<file path="src/rtl/hbpwm_pkg.sv">
// Package with the shared widths, command codes and register indexes of the H-bridge PWM.
`default_nettype none

package hbpwm_pkg;

   localparam int FUNC_W    = 2;
   localparam int DUTY_W    = 8;
   localparam int CSR_W     = 16;
   localparam int CSR_IDX_W = 1;
   localparam int STEP_W    = 7;
   localparam int MAG_W     = 7;

   // Number of PWM steps in one period; the step counter runs 0..STEPS_PER_PERIOD.
   localparam logic [STEP_W-1:0] STEPS_PER_PERIOD = STEP_W'(100);
   localparam logic signed [DUTY_W-1:0] DUTY_MAX = DUTY_W'(100);
   localparam logic signed [DUTY_W-1:0] DUTY_MIN = -DUTY_W'(100);

   localparam logic [CSR_W-1:0] CENT_TICK_PERIOD_RESET = CSR_W'(10);
   localparam logic [CSR_W-1:0] DEAD_TIME_TICKS_RESET  = CSR_W'(2);

   // Command codes carried in the func field.
   localparam logic [FUNC_W-1:0] FUNC_TICK  = 2'd0;
   localparam logic [FUNC_W-1:0] FUNC_DUTY  = 2'd1;
   localparam logic [FUNC_W-1:0] FUNC_BRAKE = 2'd2;

   // Configuration register indexes.
   localparam logic [CSR_IDX_W-1:0] REG_CENT_TICK_PERIOD = 1'd0;
   localparam logic [CSR_IDX_W-1:0] REG_DEAD_TIME_TICKS  = 1'd1;

   typedef logic signed [DUTY_W-1:0] duty_type;

endpackage

`default_nettype wire

</file>
<file path="src/rtl/hbpwm_if.sv">
// Valid/ready channel interfaces for the command items and the pin result items.
`default_nettype none

interface hbpwm_req_if;
   import hbpwm_pkg::*;

   logic                valid;
   logic                ready;
   logic [FUNC_W-1:0]   func;
   duty_type            duty;

   modport source (output valid, output func, output duty, input ready);
   modport sink   (input valid, input func, input duty, output ready);
endinterface

interface hbpwm_rsp_if;
   import hbpwm_pkg::*;

   logic     valid;
   logic     ready;
   logic     pin_a;
   logic     pin_b;
   duty_type duty_now;

   modport source (output valid, output pin_a, output pin_b, output duty_now, input ready);
   modport sink   (input valid, input pin_a, input pin_b, input duty_now, output ready);
endinterface

`default_nettype wire

</file>
<file path="src/rtl/h_bridge_pwm_with_dead_time.sv">
// Top level of the H-bridge PWM driver with dead time insertion.
`default_nettype none

// H-bridge PWM driver. Every item on the req channel is a tick, a set-duty
// command or a brake command, and every accepted item yields exactly one
// result item on rsp that reports the two bridge pin levels and the duty
// now in force (zero while braking). Ticks are divided by a prescaler that
// reloads from cent_tick_period; each prescaler expiry advances a step
// counter through 0..100. During steps 1..100 the active pin drops once the
// step exceeds the duty magnitude, or, while braking, both pins toggle
// together. At the end of a period the pin for the duty's sign is driven
// high, unless the opposite pin is still high: then both pins drop and the
// prescaler is loaded with dead_time_ticks to give the bridge time to turn
// off. Set-duty values beyond +-100 are clamped; func code 3 changes
// nothing. The block takes one item per clock while results drain: the
// state update and the result are formed combinationally and held in a
// result register; a new item is accepted whenever it is empty or being
// emptied, so a result appears the cycle after its item. Configuration
// registers are written through csr_we/csr_index/csr_wdata and should only
// be changed while no item is in flight.
module h_bridge_pwm_with_dead_time (
   input  wire                                  clock,
   input  wire                                  reset,
   hbpwm_req_if.sink                            req,
   hbpwm_rsp_if.source                          rsp,
   input  wire                                  csr_we,
   input  wire  [hbpwm_pkg::CSR_IDX_W-1:0]      csr_index,
   input  wire  [hbpwm_pkg::CSR_W-1:0]          csr_wdata
);
   import hbpwm_pkg::*;

   // Configuration registers.
   logic [CSR_W-1:0]  cent_tick_period_ff;
   logic [CSR_W-1:0]  dead_time_ticks_ff;

   // PWM state.
   logic [CSR_W-1:0]  prescale_count_ff, prescale_count_in;
   logic [STEP_W-1:0] step_count_ff,     step_count_in;
   duty_type          duty_store_ff,     duty_store_in;
   logic              brake_on_ff,       brake_on_in;
   logic              pin_a_level_ff,    pin_a_level_in;
   logic              pin_b_level_ff,    pin_b_level_in;

   // Result register.
   logic              rsp_valid_ff;
   logic              rsp_pin_a_ff;
   logic              rsp_pin_b_ff;
   duty_type          rsp_duty_now_ff;

   logic              req_accept;
   logic [STEP_W-1:0] step_next;
   logic [MAG_W-1:0]  duty_mag;
   duty_type          duty_clamped;

   // The result register frees up in the same cycle it is read out.
   assign req.ready  = !rsp_valid_ff || rsp.ready;
   assign req_accept = req.valid && req.ready;

   assign step_next = step_count_ff + STEP_W'(1);
   assign duty_mag  = duty_store_ff[DUTY_W-1] ? MAG_W'(-duty_store_ff) : MAG_W'(duty_store_ff);

   always_comb begin
      if (req.duty > DUTY_MAX) begin
         duty_clamped = DUTY_MAX;
      end else if (req.duty < DUTY_MIN) begin
         duty_clamped = DUTY_MIN;
      end else begin
         duty_clamped = req.duty;
      end
   end

   // Next state for one item.
   always_comb begin
      prescale_count_in = prescale_count_ff;
      step_count_in     = step_count_ff;
      duty_store_in     = duty_store_ff;
      brake_on_in       = brake_on_ff;
      pin_a_level_in    = pin_a_level_ff;
      pin_b_level_in    = pin_b_level_ff;
      case (req.func)
         FUNC_TICK: begin
            if (prescale_count_ff != '0) begin
               prescale_count_in = prescale_count_ff - CSR_W'(1);
            end else begin
               prescale_count_in = cent_tick_period_ff;
               if (step_count_ff < STEPS_PER_PERIOD) begin
                  step_count_in = step_next;
                  if (brake_on_ff) begin
                     // Braking toggles both bridge pins in step.
                     if (pin_a_level_ff || pin_b_level_ff) begin
                        pin_a_level_in = 1'b0;
                        pin_b_level_in = 1'b0;
                     end else begin
                        pin_a_level_in = 1'b1;
                        pin_b_level_in = 1'b1;
                     end
                  end else if (duty_store_ff != '0 && step_next > duty_mag) begin
                     pin_a_level_in = 1'b0;
                     pin_b_level_in = 1'b0;
                  end
               end else begin
                  step_count_in  = '0;
                  pin_a_level_in = 1'b0;
                  pin_b_level_in = 1'b0;
                  if (duty_store_ff[DUTY_W-1]) begin
                     // Reverse drive; wait out dead time if forward is still on.
                     if (pin_a_level_ff) begin
                        prescale_count_in = dead_time_ticks_ff;
                     end else begin
                        pin_b_level_in = 1'b1;
                     end
                  end else if (duty_store_ff != '0) begin
                     if (pin_b_level_ff) begin
                        prescale_count_in = dead_time_ticks_ff;
                     end else begin
                        pin_a_level_in = 1'b1;
                     end
                  end
               end
            end
         end
         FUNC_DUTY: begin
            duty_store_in = duty_clamped;
            brake_on_in   = 1'b0;
         end
         FUNC_BRAKE: begin
            brake_on_in = 1'b1;
         end
         default: begin
         end
      endcase
   end

   always_ff @(posedge clock) begin
      if (reset) begin
         cent_tick_period_ff <= CENT_TICK_PERIOD_RESET;
         dead_time_ticks_ff  <= DEAD_TIME_TICKS_RESET;
      end else if (csr_we) begin
         unique case (csr_index)
            REG_CENT_TICK_PERIOD: cent_tick_period_ff <= csr_wdata;
            REG_DEAD_TIME_TICKS:  dead_time_ticks_ff  <= csr_wdata;
            default: begin
            end
         endcase
      end
   end

   always_ff @(posedge clock) begin
      if (reset) begin
         prescale_count_ff <= '0;
         step_count_ff     <= '0;
         duty_store_ff     <= '0;
         brake_on_ff       <= 1'b0;
         pin_a_level_ff    <= 1'b0;
         pin_b_level_ff    <= 1'b0;
      end else if (req_accept) begin
         prescale_count_ff <= prescale_count_in;
         step_count_ff     <= step_count_in;
         duty_store_ff     <= duty_store_in;
         brake_on_ff       <= brake_on_in;
         pin_a_level_ff    <= pin_a_level_in;
         pin_b_level_ff    <= pin_b_level_in;
      end
   end

   always_ff @(posedge clock) begin
      if (reset) begin
         rsp_valid_ff <= 1'b0;
      end else if (req_accept) begin
         rsp_valid_ff <= 1'b1;
      end else if (rsp.ready) begin
         rsp_valid_ff <= 1'b0;
      end
   end

   always_ff @(posedge clock) begin
      if (req_accept) begin
         rsp_pin_a_ff    <= pin_a_level_in;
         rsp_pin_b_ff    <= pin_b_level_in;
         rsp_duty_now_ff <= brake_on_in ? duty_type'(0) : duty_store_in;
      end
   end

   assign rsp.valid    = rsp_valid_ff;
   assign rsp.pin_a    = rsp_pin_a_ff;
   assign rsp.pin_b    = rsp_pin_b_ff;
   assign rsp.duty_now = rsp_duty_now_ff;

   // The step counter never leaves 0..100.
   a_step_range: assert property (@(posedge clock) disable iff (reset)
      step_count_ff <= STEPS_PER_PERIOD)
      else $error("step counter out of range");

   // A brake item always reports a zero duty.
   a_brake_zero: assert property (@(posedge clock) disable iff (reset)
      req_accept && req.func == FUNC_BRAKE |=> rsp.duty_now == duty_type'(0))
      else $error("brake item did not report zero duty");

   // A tick on a running prescaler only counts it down.
   a_prescale_down: assert property (@(posedge clock) disable iff (reset)
      req_accept && req.func == FUNC_TICK && prescale_count_ff != '0
      |=> prescale_count_ff == $past(prescale_count_ff) - CSR_W'(1)
          && step_count_ff == $past(step_count_ff))
      else $error("prescaler did not count down");

   // The stored duty stays within the clamp limits.
   a_duty_range: assert property (@(posedge clock) disable iff (reset)
      duty_store_ff <= DUTY_MAX && duty_store_ff >= DUTY_MIN)
      else $error("stored duty out of range");

endmodule

`default_nettype wire
</file>
<file path="src/flat_wrapper.sv">
// flat-port wrapper written by rule: the top's interface ports become plain ports
module h_bridge_pwm_with_dead_time_flat import hbpwm_pkg::*;
  (clock, reset, csr_we, csr_index, csr_wdata, req_valid, req_func, req_duty, req_ready, rsp_valid, rsp_pin_a, rsp_pin_b, rsp_duty_now, rsp_ready);
  hbpwm_req_if req_i ();
  hbpwm_rsp_if rsp_i ();
  input  wire clock;
  input  wire reset;
  input  wire csr_we;
  input  wire  [hbpwm_pkg::CSR_IDX_W-1:0] csr_index;
  input  wire  [hbpwm_pkg::CSR_W-1:0] csr_wdata;
  input wire logic [$bits(req_i.valid)-1:0] req_valid;
  input wire logic [$bits(req_i.func)-1:0] req_func;
  input wire logic [$bits(req_i.duty)-1:0] req_duty;
  output wire logic [$bits(req_i.ready)-1:0] req_ready;
  output wire logic [$bits(rsp_i.valid)-1:0] rsp_valid;
  output wire logic [$bits(rsp_i.pin_a)-1:0] rsp_pin_a;
  output wire logic [$bits(rsp_i.pin_b)-1:0] rsp_pin_b;
  output wire logic [$bits(rsp_i.duty_now)-1:0] rsp_duty_now;
  input wire logic [$bits(rsp_i.ready)-1:0] rsp_ready;
  assign req_i.valid = req_valid;
  assign req_i.func = req_func;
  assign req_i.duty = req_duty;
  assign req_ready = req_i.ready;
  assign rsp_valid = rsp_i.valid;
  assign rsp_pin_a = rsp_i.pin_a;
  assign rsp_pin_b = rsp_i.pin_b;
  assign rsp_duty_now = rsp_i.duty_now;
  assign rsp_i.ready = rsp_ready;
  h_bridge_pwm_with_dead_time u_core (.clock(clock), .reset(reset), .req(req_i), .rsp(rsp_i), .csr_we(csr_we), .csr_index(csr_index), .csr_wdata(csr_wdata));
endmodule
</file>
<file path="config.mk">
export PLATFORM = sky130hd
export DESIGN_NAME = h_bridge_pwm_with_dead_time_flat
export DESIGN_NICKNAME = d
export VERILOG_FILES = /design/src/rtl/hbpwm_pkg.sv /design/src/rtl/hbpwm_if.sv /design/src/rtl/h_bridge_pwm_with_dead_time.sv /design/src/flat_wrapper.sv
export SDC_FILE = /design/constraint.sdc
export NUM_CORES = 1
export LEC_CHECK = 0
export BUFFER_PORTS_ARGS = -buffer_cell sky130_fd_sc_hd__buf_2
export CORE_MARGIN = 1
export CORE_UTILIZATION = 48
export CTS_CLUSTER_DIAMETER = 100
export CTS_CLUSTER_SIZE = 14
export DETAILED_ROUTE_END_ITERATION = 16
export GPL_TIMING_DRIVEN = 0
export PLACE_DENSITY = 0.69
export SLEW_MARGIN = 10
export SYNTH_ARGS = -nofsm -noshare
export SYNTH_HDL_FRONTEND = slang
export SYNTH_SLANG_ARGS = --single-unit
</file>
<file path="constraint.sdc">
create_clock -name clock -period 3.6 [get_ports clock]
set_input_delay 0.54 -clock clock [delete_from_list [all_inputs] [get_ports clock]]
set_output_delay 0.54 -clock clock [all_outputs]
set_load 0.02 [all_outputs]
</file>
==> impl_metrics.tcl <==
set metrics [dict create \
    grt_pass1_wl_um 18100 \
    slowest_stage "or3b_2" \
    setup_viol 0 \
    fin_cells 679 \
    worstSkewPairLatency_ps 350 \
    first_pass_iters 5 \
    antenna_found_initial 0 \
    hold_path.class "input pin to flop" \
    cp_top_family "compound AO/OA/AOI/OAI gates" \
    crit_buf_inv 1 \
    status "completed" \
    grt_pass1_vias 3655 \
    arrival_ps 3110 \
    drt_drc_violations_left 0 \
    cts_tree "yes" \
    numCtsBuffers 9 \
    leakage_uw 0.00189 \
    worst-r2r-cell-count 11 \
    start_util 0.504 \
    coreArea_mm2 0.00838 \
    slew_viol_final 0 \
    hold_viol_final 0 \
    min_from "csr_wdata[3]" \
    cts_hold_repair.buffers 0 \
    start_kind "flop" \
    cp-end-kind "flop" \
    tns_ps 0 \
    ys_types 65 \
    yosysTopAreaCell "dfxtp_1" \
    viasPerCell 5.97 \
    finalCriticalPeriod_ps 2950 \
    worstPathRequired_ps 3770 \
    syn_inst 515 \
    wl_per_cell_um 16.4 \
    r2r_slack_ps 650 \
    place.gp.congestion 0.873 \
    finalCritPeriodShare 0.819 \
    hold_end "u_core.cent_tick_period_ff[3]" \
    yosys.area.top_type_share 0.318 \
    syn_area_per_cell_um2 8.19 \
    grt_usage 0.261 \
    synth_edf_count 10 \
    finalNetCount 616 \
    syn_nets 562 \
    portBuffers 43 \
    postCtsResizedCells 0 \
    htreeDepth 3 \
    clk_pin_slew_ps 90 \
    synth_seq_cells 77 \
    num_vias 4054 \
    ir_drop_mv 0.221 \
    crit_path_max_fanout 4 \
    worstMarginPinSlew_ps 859 \
    slowest_delay_ps 470 \
    holdPathStages 3 \
    ant_nets 0 \
    path_class "flop to flop" \
    cts_sinks 77 \
    routed_wl_um 11100 \
    slew_headroom 0.418 \
    cp_cell_sequence "inv_1 > ha_1 > or3b_2 > o31ai_1 > xnor2_1 > ha_1 > and4_1 > a21boi_0 > o211ai_1 > nand2_1 > o21ai_0" \
    gr-total-overflow 0 \
    drive_gt1_frac 0.153 \
    fin_skew_ps 8.72 \
    seq_area_frac_synth 0.389 \
    grt_max_degree 15 \
    drt_iter0_drc 282 \
    post-dp-hpwl_um 8190 \
    ys_async_sr_fraction 0 \
    r2r_start "u_core.duty_store_ff[0]" \
    max_cap_viol_count 0 \
    netlist_top_cells_area "dfxtp_1, nand2_1, a21oi_1" \
    fill_cells 812 \
    rsz0062_at_grt "no" \
    std_cell_rows 33 \
    area_delta_synth_final_pct 13.2 \
    p_per_area_mw_per_mm2 499 \
    syn_area_mm2 0.00422 \
    cpMostUsedCell "ha_1" \
    post-cts-setup-buffer-count 0 \
    ys.flop_type "dfxtp_1" \
    clockBufferDepth 2 \
    fp.dieH_um 95.8 \
    dieArea_mm2 0.00917 \
    diodes 0 \
    fp.dieW_um 95.8 \
    pin_count 44 \
    post-place-cells 663 \
    clockRootBuffer "clkbuf_8" \
    clock.fmax_mhz 339 \
    reg2reg_to "u_core.rsp.pin_a" \
    yosysWarnings 0 \
]
-- layout by cell type (no fill, tap or decap), drive strengths merged, types with 4 or more instances in the layout --
master | Yosys | layout
nand2 | 99 | 99
dfxtp | 67 | 67
or4 | 5 | 5
o211ai | 5 | 5
a211oi | 7 | 7
or3 | 8 | 8
xnor2 | 7 | 7
o22ai | 12 | 12
xor2 | 4 | 4
nand2b | 9 | 9
clkbuf | 22 | 32
ha | 15 | 15
o21ai | 19 | 19
buf | 9 | 52
a21oi | 61 | 61
nor2 | 25 | 25
nor3 | 7 | 7
nor2b | 7 | 7
nor4 | 15 | 15
a22oi | 4 | 4
inv | 19 | 20
mux2i | 11 | 11
nand3 | 14 | 14
edfxtp | 10 | 10
nand4 | 5 | 5
-- area by class of cell --
class | count | area (µm²) | share of cell area
repair buffers | 43 | 215 | 0.0451
clock inverters | 6 | 71.3 | 0.0149
flip-flops and latches | 77 | 1640 | 0.344
inverters | 19 | 71.3 | 0.0149
clock buffers | 10 | 138 | 0.0288
multi-input cells | 388 | 2360 | 0.494
well taps | 105 | 131 | 0.0275
plain buffers | 31 | 146 | 0.0307
-- worst min-delay path: cells and delay by family --
| family | cells | cell delay [ps] |
|---|---|---|
| and+or+nand+nor | 2 | 100 |
| buffers and inverters | 1 | 90 |
-- registers in the layout (all words and copies together), names as in the netlist --
register,cells
u_core.cent_tick_period_ff,16
u_core.rsp.valid,1
u_core.pin_a_level_ff,1
u_core.dead_time_ticks_ff,16
u_core.rsp.pin_a,1
u_core.brake_on_ff,1
u_core.duty_store_ff,8
u_core.rsp.duty_now,8
u_core.step_count_ff,7
u_core.rsp.pin_b,1
u_core.pin_b_level_ff,1
u_core.prescale_count_ff,16
-- cell usage after synthesis, drive strengths merged (2+ instances only) --
cell type,number
nand2,99
dfxtp,67
a21oi,61
nor2,25
clkbuf,22
inv,19
o21ai,19
ha,15
nor4,15
nand3,14
o22ai,12
mux2i,11
edfxtp,10
buf,9
nand2b,9
or3,8
a211oi,7
nor2b,7
nor3,7
xnor2,7
nand4,5
o211ai,5
or4,5
a22oi,4
xor2,4
a221oi,3
a31oi,3
mux2,3
nor3b,3
nor4b,3
o31ai,3
or3b,3
a21o,2
a32o,2
and2,2
and3,2
and4,2
nand4b,2
o21bai,2
or2,2
-- power breakdown --
part	total [µW]	switching, µW	leakage [µW]	internal (µW)
sequential	977	51.2	0.000647	925
clock	686	342	0.0000991	344
combinational	720	437	0.00114	282
total	2380	830	0.00189	1550
-- metrics by stage --
step	utilization	total power, µW	setup WS, ps	hold WS (ps)	instance area, µm²
finish	0.570	2380	651	414	4780
global route	0.570	2500	475	412	4780
CTS	0.570	2380	667	402	4780
detailed placement	0.545	1700	694	448	4570
global placement	0.545	1680	777	439	4570
floorplan	-	1520	1070	433	4220
-- per-layer routing --
layer | track usage | vias up | wire (µm)
met5 | 0 | - | 0
met4 | 0.101 | 0 | 189
met3 | 0.0600 | 21 | 853
met2 | 0.389 | 167 | 4830
met1 | 0.364 | 1898 | 5230
li1 | - | 1968 | -
-- cell families (layout without fill, tap and decap cells) --
family                     after synthesis  count (layout)  synth area share
and+or+nand+nor                        214             214             0.265
adders and majority gates               15              15            0.0445
AOI/OAI and AO/OA                      134             134             0.193
DFF                                     77              77             0.389
muxes                                   14              14            0.0341
buffers and inverters                   50             109            0.0516
xor gates and xnor gates                11              11            0.0228
-- worst max path at each step --
stage,start,to,depth (start not counted),slack (ps)
after detailed placement,u_core.duty_store_ff[0],u_core.rsp.pin_a,11,690
after CTS,u_core.duty_store_ff[0],u_core.rsp.pin_a,11,670
after global routing,u_core.duty_store_ff[0],u_core.rsp.pin_a,11,470
after global placement,u_core.duty_store_ff[0],u_core.rsp.pin_a,11,780
after floorplan,u_core.duty_store_ff[0],u_core.rsp.pin_b,11,1070
final,u_core.duty_store_ff[0],u_core.rsp.pin_a,11,650
(Power assumes the default switching activity.)
